[src/hw/rtl/tcse_pkg.sv]
// ----------------------------------------------------------------------------
// tcse_pkg
// shared constants and types of the text console scroll engine
// ----------------------------------------------------------------------------
package tcse_pkg;

  // character store geometry
  localparam int STORE_CELLS = 16384;
  localparam int AW          = $clog2(STORE_CELLS);
  localparam int QW          = $clog2(STORE_CELLS + 1);
  localparam int LN_W        = $clog2(STORE_CELLS + 64);
  localparam int IDX_W       = LN_W + 8;
  localparam int CELL_W      = 16;
  localparam int QCNT_W      = $clog2(QW);

  typedef logic [QW-1:0]    lines_t;
  typedef logic [IDX_W-1:0] idx_t;
  typedef logic [1:0]       reg_idx_t;

  localparam lines_t LINES_RST   = lines_t'(STORE_CELLS / 80);
  localparam idx_t   STORE_LIMIT = idx_t'(STORE_CELLS);

  // register map
  localparam reg_idx_t REG_WIDTH  = 2'd0;
  localparam reg_idx_t REG_HEIGHT = 2'd1;
  localparam reg_idx_t REG_ATTR   = 2'd2;

  localparam logic [7:0] RST_WIDTH  = 8'd80;
  localparam logic [6:0] RST_HEIGHT = 7'd25;
  localparam logic [7:0] RST_ATTR   = 8'd7;

  // opcodes
  localparam logic OP_PUT  = 1'b0;
  localparam logic OP_READ = 1'b1;

  // control characters
  localparam logic [7:0] CH_NEWLINE   = 8'd10;
  localparam logic [7:0] CH_RETURN    = 8'd13;
  localparam logic [7:0] CH_BACKSPACE = 8'd8;
  localparam logic [7:0] CH_SPACE     = 8'd32;

endpackage

[src/hw/rtl/tcse_lines_div.sv]
// ----------------------------------------------------------------------------
// tcse_lines_div
// restoring divider, store lines = store cells / line width, one bit a cycle
// ----------------------------------------------------------------------------
module tcse_lines_div import tcse_pkg::*; (
  input  logic       clk,
  input  logic       rst,
  input  logic       start,
  input  logic [7:0] divisor,
  output logic       busy,
  output lines_t     quotient
);

  logic              run;
  logic [7:0]        dvsr;
  logic [7:0]        rem;
  lines_t            dvd;
  lines_t            quo;
  logic [QCNT_W-1:0] cnt;
  lines_t            lines;

  logic [8:0] trial;
  logic [8:0] diff;
  logic       ge;
  logic [7:0] rem_next;
  lines_t     quo_next;

  always_comb begin
    trial    = {rem, dvd[QW-1]};
    ge       = trial >= {1'b0, dvsr};
    diff     = trial - {1'b0, dvsr};
    rem_next = ge ? diff[7:0] : trial[7:0];
    quo_next = {quo[QW-2:0], ge};
  end

  always_ff @(posedge clk) begin
    if (rst) begin
      run   <= 1'b0;
      lines <= LINES_RST;
    end else if (start) begin
      run  <= 1'b1;
      dvsr <= divisor;
      rem  <= '0;
      dvd  <= lines_t'(STORE_CELLS);
      cnt  <= QCNT_W'(QW - 1);
    end else if (run) begin
      rem <= rem_next;
      dvd <= dvd << 1;
      quo <= quo_next;
      cnt <= cnt - 1'b1;
      if (cnt == '0) begin
        run   <= 1'b0;
        lines <= quo_next;
      end
    end
  end

  assign busy     = run;
  assign quotient = lines;

endmodule

[config.mk]
export PLATFORM = sky130hd
export DESIGN_NAME = tcse_lines_div
export DESIGN_NICKNAME = d
export VERILOG_FILES = /design/src/hw/rtl/tcse_pkg.sv /design/src/hw/rtl/tcse_lines_div.sv
export SDC_FILE = /design/constraint.sdc
export NUM_CORES = 1
export LEC_CHECK = 0
export BUFFER_PORTS_ARGS = -buffer_cell sky130_fd_sc_hd__buf_4
export CAP_MARGIN = 15
export CORE_ASPECT_RATIO = 1.4
export CORE_MARGIN = 3
export CORE_UTILIZATION = 45
export CTS_BUF_LIST = sky130_fd_sc_hd__clkbuf_4 sky130_fd_sc_hd__clkbuf_8
export CTS_CLUSTER_DIAMETER = 200
export DETAILED_ROUTE_END_ITERATION = 16
export PLACE_DENSITY_LB_ADDON = 0.2
export SLEW_MARGIN = 20
export SYNTH_ARGS = -nofsm -noshare
export SYNTH_HDL_FRONTEND = slang
export SYNTH_SLANG_ARGS = --single-unit
[constraint.sdc]
create_clock -name clk -period 4.2 [get_ports clk]
set_input_delay 0.63 -clock clk [delete_from_list [all_inputs] [get_ports clk]]
set_output_delay 0.63 -clock clk [all_outputs]
set_load 0.05 [all_outputs]
# ---- After elaboration in Yosys (flattened, before gate mapping)
# Cells that the tools add are included.
dict set report totals {
  regBits 51
  output_inout_bits 16
  word_cells 25
  input_bits 11
}
dict set report op_classes {
  order_cmp 1
  n_reduce_logical 6
  add_sub_neg 2
  bitwise 2
  muxes 7
}
# op count
set ops {}
lappend ops {{8-bit 2-to-1 mux} 2}
lappend ops {{15-bit 2-to-1 mux} 1}
lappend ops {{9-bit by 8-bit greater-or-equal comparator with 1-bit output} 1}
lappend ops {{8-bit subtractor} 1}
lappend ops {{3-bit AND reduction} 2}
lappend ops {{4-bit zero test} 1}
lappend ops {{4-bit 2-to-1 mux} 1}
lappend ops {{2-bit AND reduction} 2}
lappend ops {{4-bit by 1-bit subtractor with 4-bit output, second input constant} 1}
lappend ops {{1-bit 2-to-1 mux} 3}
lappend ops {{1-bit inverter} 2}
lappend ops {{2-bit nonzero test} 1}

# ---- Longest topological paths before layout
# Gate-level depths: netlist of run 1.
dict set report depth {
  word_depth 4
  ltp_mapped 9
  mapped_depth_nobuf 8
}

# ---- Worst setup path before layout of run 1
# Ideal clock, no wire load.
dict set report synth_path {
  path_kind {input to register}
  from {input start}
  to {register quo[0] (enable)}
  setup_ns 0.406
  arrival_time_ns 1.946
  stages 2
  required_time_ns 3.794
  path_slack_ns 1.848
  cell_sequence {clkbuf_1 nor3b_1}
}
dict set report synth_via {
  elab_chain_cells 2
}
# item line
set synth_rtl {}
lappend synth_rtl {{start, declared} tcse_lines_div.sv:8} ;# input logic start,
lappend synth_rtl {{1-bit inverter (no source line)} -}
lappend synth_rtl {{3-bit AND reduction (no source line)} -}
lappend synth_rtl {{end signal, assigned} tcse_lines_div.sv:49} ;# quo <= quo_next;
lappend synth_rtl {{end, declared} tcse_lines_div.sv:18} ;# lines_t quo;
# Every way passes these cells.
# A chain may end at the register's enable or synchronous reset.

# ---- Worst setup path after layout of run 1
dict set report layout_path {
  from {register dvd[14]}
  to {register rem[2], data pin}
}
dict set report layout_via {
  elab_chain_cells 3
  word_cells_on_any_way 4
  classes_between {1 x add/sub; 1 x order compare; 2 x mux}
}
# item line
set layout_rtl {}
lappend layout_rtl {{start, declared} tcse_lines_div.sv:17} ;# lines_t dvd;
lappend layout_rtl {{start signal, assigned} tcse_lines_div.sv:44} ;# dvd <= lines_t'(STORE_CELLS);
lappend layout_rtl {{start signal, assigned} tcse_lines_div.sv:48} ;# dvd <= dvd << 1;
lappend layout_rtl {{9-bit by 8-bit greater-or-equal comparator with 1-bit output} tcse_lines_div.sv:30} ;# ge = trial >= {1'b0, dvsr};
lappend layout_rtl {{via ge} tcse_lines_div.sv:24} ;# logic ge;
lappend layout_rtl {{8-bit 2-to-1 mux} tcse_lines_div.sv:32} ;# rem_next = ge ? diff[7:0] : trial[7:0];
lappend layout_rtl {{8-bit 2-to-1 mux} tcse_lines_div.sv:46} ;# end else if (run) begin
lappend layout_rtl {{end signal, assigned} tcse_lines_div.sv:47} ;# rem <= rem_next;
lappend layout_rtl {{end, declared} tcse_lines_div.sv:16} ;# logic [7:0] rem;
# The timed path passes the listed nets, and every way through them passes these cells. The select of a mux whose other input is x is not followed.

==> flow_summary.ini, run 1 <==
[outcome]
status = finished clean

[synth]
ys_seq_area_share_pct = 61.3
synth_top_cell_by_area = edfxtp_1
syn-num-nets = 218
netlist_area_mm2 = 0.00224
syn_area_per_cell_um2 = 11.4
yosys_warnings = 0
synth_edf_count = 35
yosysTopAreaCellShare_pct = 47.0
synth-async-reset-ratio_pct = 0
ys_types = 41
netlist_instances = 197
synth_seq_cells = 51
synth_flop_cell = edfxtp_1
synth.area.top_cells = edfxtp_1 47%, dfxtp_1 14%, nand2_1 5.9%

[floorplan]
rows = 29
io_pins = 27
initial_core_util_pct = 47.8
die_width_um = 65.6
die_h_um = 89.5
die-area_mm2 = 0.00587
coreArea_mm2 = 0.00468

[routing]
finalWirelength_um = 3830
ant_nets = 0
vias_per_cell = 5.05
wire_per_inst_um = 13.4
vias = 1443
firstDrtPassIters = 4
route.detailed.drc = 0
drt-initial-drc-count = 94

[power]
swShare_pct = 23.5
powerDensity_mw_per_mm2 = 406
p_int_mw = 0.807
pwr-share-seq_pct = 54.3
p_leak_nw = 1.01
clkPwrFrac_pct = 32.5
max-vdd-ir-drop_mv = 0.190
p_switching_mw = 0.248
comb_power_share_pct = 13.2

[worst_setup_path]
r2r_setup_slack_ns = 1.90
end_kind = register
crit_end = rem[2]$_SDFFCE_PP0P_
worstPathRequired_ns = 4.25
path_class = register to register
cp-start-kind = register
ff2ff_path_depth = 8
r2r_end = rem[2]$_SDFFCE_PP0P_
setup.worst_path.start = dvd[14]$_SDFFCE_PP1P_
cp_max_fo = 9
worst_ep_arrival_time_ns = 2.35
crit-reg2reg-launch = dvd[14]$_SDFFCE_PP1P_

[timing]
max_slew.worst_pin.slew_ns = 1.01
holdWs_ns = 0.454
fin_tns_setup_ns = 0
fin_crit_ns = 2.30
setup_violations = 0
hold_viol_final = 0
period_share_pct = 54.7
rsz0062_at_grt = no
slew-limit-headroom_pct = 32.7
clock.fmax_ghz = 0.435
skew_ns = 0.00954
maxSlewViolCount = 0

[cts]
path_clk_slew_ns = 0.09
ctsLongestPathBuffers = 2
post_cts_buffers = 0
cts.repair.resized = 0
clk_latency_ns = 0.30
root_buffer = clkbuf_8
holdBufCountCts = 0
cts_made_buffers = 5
clock-sinks = 51
cts_max_level = 2
cts_tree = yes

[worst_hold_path]
min_path_type = register to register

[global_routing]
grt_first_pass_wirelength_um = 6600
grt_overflow_total = 0
antenna_found_initial = 0
grt_pass1_vias = 1409
grt_max_degree = 20
track_usage_pct = 14.8

[finish]
diodes = 0
fill_cells = 390
nNetsFinal = 244
area_delta_synth_final_pct = 15.9
ff_latch_area_mm2 = 0.00137
multi_input_area_um2 = 786
drive_gt1_share_pct = 17.4

[placed_design]
hpwl_um = 2830
io_buffer_count = 26
gp_congestion = 0.792

[flow_run]
max-cap-violations = 0
## kinds of logic after synthesis
family	after synthesis	share of synthesized area (%)
XOR/XNOR	3	1.17
AND/OR/NAND/NOR	71	15.3
flip-flops	51	61.3
multiplexers	1	0.447
adder cells (fa/ha/maj)	10	5.93
buffers and inverters	21	3.97
AO/OA/AOI/OAI	40	11.9
## stage by stage
stage	setup slack [ns]	instances	instance area [um^2]	power (mW)	util [%]
after global routing	1.65	286	2590	1.11	55.4
final	1.90	286	2590	1.05	55.4
after CTS	1.88	286	2590	1.06	55.4
after global placement	1.91	278	2480	0.721	53.0
after floorplan	1.85	197	2240	0.690	-
after detailed placement	1.92	278	2480	0.724	53.0
## sequential cells by signal, summed over array words and instances, names as in the netlist
| signal | cells |
|---|---|
| quotient | 15 |
| quo | 14 |
| dvsr | 8 |
| rem | 8 |
| cnt | 4 |
| busy | 1 |
| dvd | 1 |
## cell usage in the layout, fill, tap and decap left out, types with 2 or more instances in the layout
cell      count
dfxtp_1      16
a21o_1        3
nand2b_1      4
edfxtp_1     35
ha_1          9
a21oi_1      16
o21bai_1      2
nor3_1        6
xnor2_1       3
a211oi_1      5
buf_4        26
o21a_1        2
nand2_1      35
nor2_1        7
or3b_1        3
o21ai_0       3
nor2b_1       2
inv_1        13
nand3_1       3
clkbuf_8      5
nand3b_1      4
## synth_stat cells (2+ instances only)
cell type  count
or3b_1         3
nand3b_1       4
edfxtp_1      35
xnor2_1        3
nor3_1         6
inv_1         13
clkbuf_1       4
nand3_1        3
a21o_1         3
o21a_1         2
nor2_1         8
ha_1           9
a211oi_1       5
nand2_1       35
nand2b_1       4
nor2b_1        2
dfxtp_1       16
a21oi_1       16
o21bai_1       2
o21ai_0        3
## cell type report
type,instances,share of cell area (%)
Tap cell,62,2.99
Sequential cell,51,52.8
Clock inverter,2,1.40
Timing Repair Buffer,26,7.52
Clock buffer,6,2.94
Multi-Input combinational cell,125,30.3
Inverter,14,2.03
## per-layer routing
metal | vias up | wire (um) | GRT usage (%)
met2 | 36 | 1820 | 24.9
met1 | 649 | 1750 | 18.2
li1 | 747 | - | -
met5 | - | 0 | 0
met4 | 0 | 100 | 6.60
met3 | 11 | 158 | 3.27
## worst max-delay path, stage by stage, from the launching register on
cell	delay (ns)
edfxtp_1	0.41
inv_1	0.08
ha_1	0.27
or3b_1	0.39
a211oi_1	0.21
o21a_1	0.34
inv_2	0.13
mux2i_1	0.16
nor2_1	0.05
## how the worst min path moves through the flow
stage	from	end	slack [ns]	depth (start not counted)
final	quo[0]$_DFFE_PP_	quo[1]$_DFFE_PP_	0.45	0
after global routing	quo[2]$_DFFE_PP_	quo[3]$_DFFE_PP_	0.47	0
after CTS	quo[0]$_DFFE_PP_	quo[1]$_DFFE_PP_	0.45	0
after detailed placement	quo[3]$_DFFE_PP_	quo[4]$_DFFE_PP_	0.44	0
after global placement	quo[2]$_DFFE_PP_	quo[3]$_DFFE_PP_	0.43	0
after floorplan	quo[9]$_DFFE_PP_	quo[10]$_DFFE_PP_	0.43	0
## power groups by stage
stage                     Clock, mW  Sequential, mW  Combinational [mW]
final                         0.343           0.572               0.140
after floorplan                   0           0.583               0.107
after detailed placement          0           0.583               0.141
after CTS                     0.350           0.572               0.140
after global placement            0           0.584               0.137
after global routing          0.373           0.575               0.160
No activity file was read; power rests on OpenSTA's default activity.
==> inputs of run 2 (changes only) <==
- ABC_AREA: not set -> 1
- clock period: 4.2 -> 2.1 ns (I/O delays scaled with it)
==> run 2 against run 1 <==
  * Clock skew up 0.0028 ns
  * Sequential share of layout area down 3.5 points
  * First-iteration DRC count down 30%
  * Largest power group unchanged
==> flow_summary.ini, run 2 <==
[outcome]
status = finished clean

[synth]
netlist_instances = 251
netlist_area_mm2 = 0.00241
synth_compound_area_share_pct = 4.31
synth_top_family_by_area = simple AND/OR/NAND/NOR gates
synth_seq_cells = 51
synth_edf_count = 35
synth_top_cell_by_area = edfxtp_1
synth.area.top_cells = edfxtp_1 44%, dfxtp_1 13%, nor2_1 6.7%
yosys_warnings = 0
ys_seq_area_share_pct = 56.9
ys_types = 26
synth_xor_area_share_pct = 1.09
synth_flop_cell = edfxtp_1
syn-num-nets = 272
synth-simple-area-share_pct = 25.3
yosysTopAreaCellShare_pct = 43.6
synth-async-reset-ratio_pct = 0
synthAdderAreaFrac_pct = 5.50
synthTopCellsByCount = 43 x nor2_1, 42 x nand2_1, 35 x edfxtp_1
synth.area.mux_share_pct = 0
synth.most_common_cell = nor2_1
syn_area_per_cell_um2 = 9.60

[worst_setup_path]
ff2ff_path_depth = 9
crit-reg2reg-launch = rem[4]$_SDFFCE_PP0P_
r2r_setup_slack_ns = 0.27
worstPathRequired_ns = 2.16
cp-start-kind = register
end_kind = register
cp_max_fo = 5
r2r_end = rem[7]$_SDFFCE_PP0P_
setup.worst_path.start = rem[4]$_SDFFCE_PP0P_
path_class = register to register
worst_ep_arrival_time_ns = 1.89

[timing]
fin_tns_setup_ns = 0
setup_violations = 0
skew_ns = 0.0124
holdWs_ns = 0.185
rsz0062_at_grt = no
maxSlewViolCount = 0
max_slew.worst_pin.slew_ns = 0.378
slew-limit-headroom_pct = 74.8
hold_viol_final = 0
clock.fmax_ghz = 0.547
finalWorstSetupSlack_ns = 0.272
fin_crit_ns = 1.83
period_share_pct = 87.0

[power]
p_leak_nw = 1.25
powerDensity_mw_per_mm2 = 780
max-vdd-ir-drop_mv = 0.600

[global_routing]
grt_pass1_vias = 1707
grt_util_met1_pct = 18.8
antenna_found_initial = 0
met2_usage_pct = 27.9
grt_util_met3_pct = 3.16
grt_first_pass_wirelength_um = 7670
grt_busiest_layer = met2
grt_overflow_total = 0
track_usage_pct = 16.3
grt_max_degree = 16

[cts]
cts_max_level = 2
clock-sinks = 51
holdBufCountCts = 0
cts.repair.resized = 0
cts_made_buffers = 5
cts_tree = yes
clk_latency_ns = 0.30
path_clk_slew_ns = 0.09
post_cts_buffers = 0
ctsLongestPathBuffers = 2
root_buffer = clkbuf_8

[finish]
ff_latch_area_mm2 = 0.00137
final_cell_mix = 43 x nor2_1, 42 x nand2_1, 35 x edfxtp_1
area_delta_synth_final_pct = 15.3
layout_commonest_cell = nor2_1
drive_gt1_share_pct = 21.7
multi_input_area_um2 = 872
largest_reg_flops = 15
stdcell_count = 350
post-route-util_pct = 55.7
fill_cells = 469
nNetsFinal = 306
diodes = 0

[floorplan]
die_width_um = 67.8
die-area_mm2 = 0.00628
rows = 30
die_h_um = 92.6
initial_core_util_pct = 48.3
io_pins = 27
coreArea_mm2 = 0.00499

[placed_design]
place_ws_ns = 0.247
hpwl_um = 3460
io_buffer_count = 26
dp.cells = 342
gp_congestion = 0.924

[routing]
ant_nets = 0
route.detailed.drc = 0
vias_per_cell = 4.87
drt-initial-drc-count = 66
firstDrtPassIters = 4
wire_per_inst_um = 13.1
finalWirelength_um = 4570
vias = 1705

[worst_hold_path]
hold_path.startpoint = divisor[3]
min_to = dvsr[3]$_DFFE_PP_
min_path_type = input port to register
hold_depth = 1

[flow_run]
max-cap-violations = 0
-- run 2: layout make-up --
type                            instances  share of cell area (%)
Timing Repair Buffer                   31                    8.37
Sequential cell                        51                    49.3
Clock buffer                            6                    2.75
Multi-Input combinational cell        159                    31.4
Clock inverter                          2                   0.270
Inverter                               37                    5.00
Tap cell                               64                    2.88
-- run 2: routing by layer --
metal	vias up	share of wire, %
met5	-	0
li1	873	-
met1	786	41
met2	33	52
met3	13	3.9
met4	0	3.1
-- run 2: worst max-delay path by stage --
stage / end / slack (ns) / depth (start not counted)
6_report: rem[7]$_SDFFCE_PP0P_ / 0.27 / 9
5_1_grt: rem[7]$_SDFFCE_PP0P_ / 0.12 / 9
4_1_cts: rem[4]$_SDFFCE_PP0P_ / 0.24 / 8
3_5_place_dp: rem[4]$_SDFFCE_PP0P_ / 0.25 / 8
3_3_place_gp: rem[4]$_SDFFCE_PP0P_ / 0.24 / 8
2_1_floorplan: quo[0]$_DFFE_PP_ / 0.28 / 2
-- run 2: cell families after synthesis --
logic type                 count (synthesis)
xor gates and xnor gates                   3
AOI/OAI and AO/OA                         20
adders and majority gates                 10
buffers and inverters                     41
DFF                                       51
and+or+nand+nor                          126
-- run 2: through the flow --
stage | cell area [um^2] | total power [mW]
3_3_place_gp | 2700 | 1.65
3_5_place_dp | 2700 | 1.66
4_1_cts | 2780 | 2.19
6_report | 2780 | 2.17
5_1_grt | 2780 | 2.29
2_1_floorplan | 2410 | 1.54
-- run 2: where the power goes --
part	switching (mW)	internal, mW	leakage, nW
Combinational	0.298	0.170	0.748
Clock	0.299	0.241	0.0437
Sequential	0.0240	1.14	0.457
Total	0.620	1.55	1.25
-- run 2: critical path, stage by stage (launching register included) --
cell and delay (ns):
edfxtp_1 0.43, ha_1 0.38, nand2_1 0.18, inv_1 0.06, a21oi_1 0.18, nand2_1 0.07, nand2_1 0.05, nand2_1 0.06
nor2_1 0.13, nor2_1 0.05
==> inputs of run 3 (changes only) <==
- BUFFER_PORTS_ARGS: -buffer_cell sky130_fd_sc_hd__buf_4 -> not set
- DONT_BUFFER_PORTS: not set -> 1
==> run 3 against run 2 <==
  * Fmax decreased by 1.1%
  * Non-clock buffer count decreased by 26
  * Design area decreased by 6.0%
  * Critical path depth unchanged
  * Sequential share of layout area increased by 3.2 points
  * Cell count decreased by 7.4%
  * Sequential power about the same
==> flow_summary.ini, run 3 (same netlist as run 2, synthesis figures left out) <==
[placed_design]
dp.cells = 316
io_buffer_count = 0
gp_congestion = 0.818
hpwl_um = 3280

[worst_setup_path]
cp_max_fo = 8
cp-start-kind = register
path_class = register to register
end_kind = register
worstPathRequired_ns = 2.17
worst_ep_arrival_time_ns = 1.92

[finish]
nNetsFinal = 280
fill_cells = 454
largest_reg_flops = 15
final_cell_mix = 43 x nor2_1, 42 x nand2_1, 35 x edfxtp_1
stdcell_count = 324
diodes = 0
drive_gt1_share_pct = 14.2
layout_commonest_cell = nor2_1
area_delta_synth_final_pct = 8.36

[floorplan]
die_h_um = 92.6
initial_core_util_pct = 48.3
die-area_mm2 = 0.00628
io_pins = 27
die_width_um = 67.8
coreArea_mm2 = 0.00499
rows = 30

[cts]
cts_tree = yes
cts.repair.resized = 0
path_clk_slew_ns = 0.09
root_buffer = clkbuf_8
clk_latency_ns = 0.30
cts_made_buffers = 5
post_cts_buffers = 0
holdBufCountCts = 0
clock-sinks = 51
cts_max_level = 2
ctsLongestPathBuffers = 2

[power]
pwr-share-seq_pct = 51.2
clkPwrFrac_pct = 29.4
powerDensity_mw_per_mm2 = 872
max-vdd-ir-drop_mv = 0.687
p_total_mw = 2.28
p_leak_nw = 1.13
comb_power_share_pct = 19.4
p_switching_mw = 0.629
swShare_pct = 27.6
p_int_mw = 1.65

[timing]
setup_violations = 0
maxSlewViolCount = 0
rsz0062_at_grt = no
skew_ns = 0.00929
slew-limit-headroom_pct = 60.6
fin_tns_setup_ns = 0
clock.fmax_ghz = 0.541
max_slew.worst_pin.slew_ns = 0.590
fin_crit_ns = 1.85
hold_viol_final = 0
period_share_pct = 88.0

[routing]
drt-initial-drc-count = 39
finalWirelength_um = 4430
vias = 1619
route.detailed.drc = 0
vias_per_cell = 5.00
ant_nets = 0
firstDrtPassIters = 4
wire_per_inst_um = 13.7

[global_routing]
track_usage_pct = 16.1
grt_pass1_vias = 1620
grt_first_pass_wirelength_um = 7500
antenna_found_initial = 0
grt_overflow_total = 0
grt_max_degree = 17

[flow_run]
max-cap-violations = 0

[worst_hold_path]
min_path_type = input port to register

[outcome]
status = finished clean
[run 3: cell types whose count changed in the layout (fill, tap and decap cells not counted), sizes merged]
cell,before,now
inv,37,38
clkinv,2,1
clkbuf,6,5
bufinv,0,1
buf,31,5
[run 3: final timing paths]
path,slack (ns),depth (start not counted),start,endpoint
hold / removal,0.10,0,divisor[2],dvsr[2]$_DFFE_PP_
setup / recovery,0.25,9,rem[4]$_SDFFCE_PP0P_,rem[2]$_SDFFCE_PP0P_
setup reg to reg,0.25,9,rem[4]$_SDFFCE_PP0P_,rem[2]$_SDFFCE_PP0P_
hold reg to reg,0.45,0,quo[12]$_DFFE_PP_,quo[13]$_DFFE_PP_
[run 3: area by class of cell]
class | instances | area, um^2 | share of cell area [%]
flip-flops and latches | 51 | 1370 | 52.5
multi-input cells | 159 | 872 | 33.4
inverters | 37 | 139 | 5.32
well taps | 64 | 80.1 | 3.07
clock buffers | 5 | 68.8 | 2.64
clock inverters | 3 | 42.5 | 1.63
repair buffers | 5 | 37.5 | 1.44
[run 3: critical path: stages (launching register included)]
cell and delay [ns]:
edfxtp_1 0.44, ha_1 0.38, nand2_2 0.13, nor2_4 0.05, nand2_2 0.09, nor2_4 0.04, nor2_4 0.23, nand2_4 0.11
nor2_2 0.10, nor2_2 0.04
[run 3: stage by stage]
step	area [um^2]	utilization [%]	setup WS, ns	hold slack, ns
after detailed placement	2500	50.1	0.247	0.414
after floorplan	2410	-	0.280	0.414
after global placement	2500	50.1	0.240	0.414
after CTS	2610	52.3	0.241	0.0934
after global routing	2610	52.3	0.141	0.0830
final	2610	52.3	0.252	0.102
[run 3: layer usage]
metal / vias up / part of all wire, % / GRT usage, %
met5: - / 0 / 0
met1: 754 / 41 / 18.3
li1: 824 / - / -
met4: 0 / 3.0 / 8.29
met2: 31 / 52 / 27.2
met3: 10 / 4.5 / 4.00
[run 3: power by group through the flow]
stage	sequential (mW)	combinational [mW]	clock, mW
6_report	1.17	0.441	0.669
5_1_grt	1.17	0.502	0.729
4_1_cts	1.17	0.446	0.687
3_5_place_dp	1.19	0.444	0
3_3_place_gp	1.19	0.442	0
2_1_floorplan	1.19	0.351	0
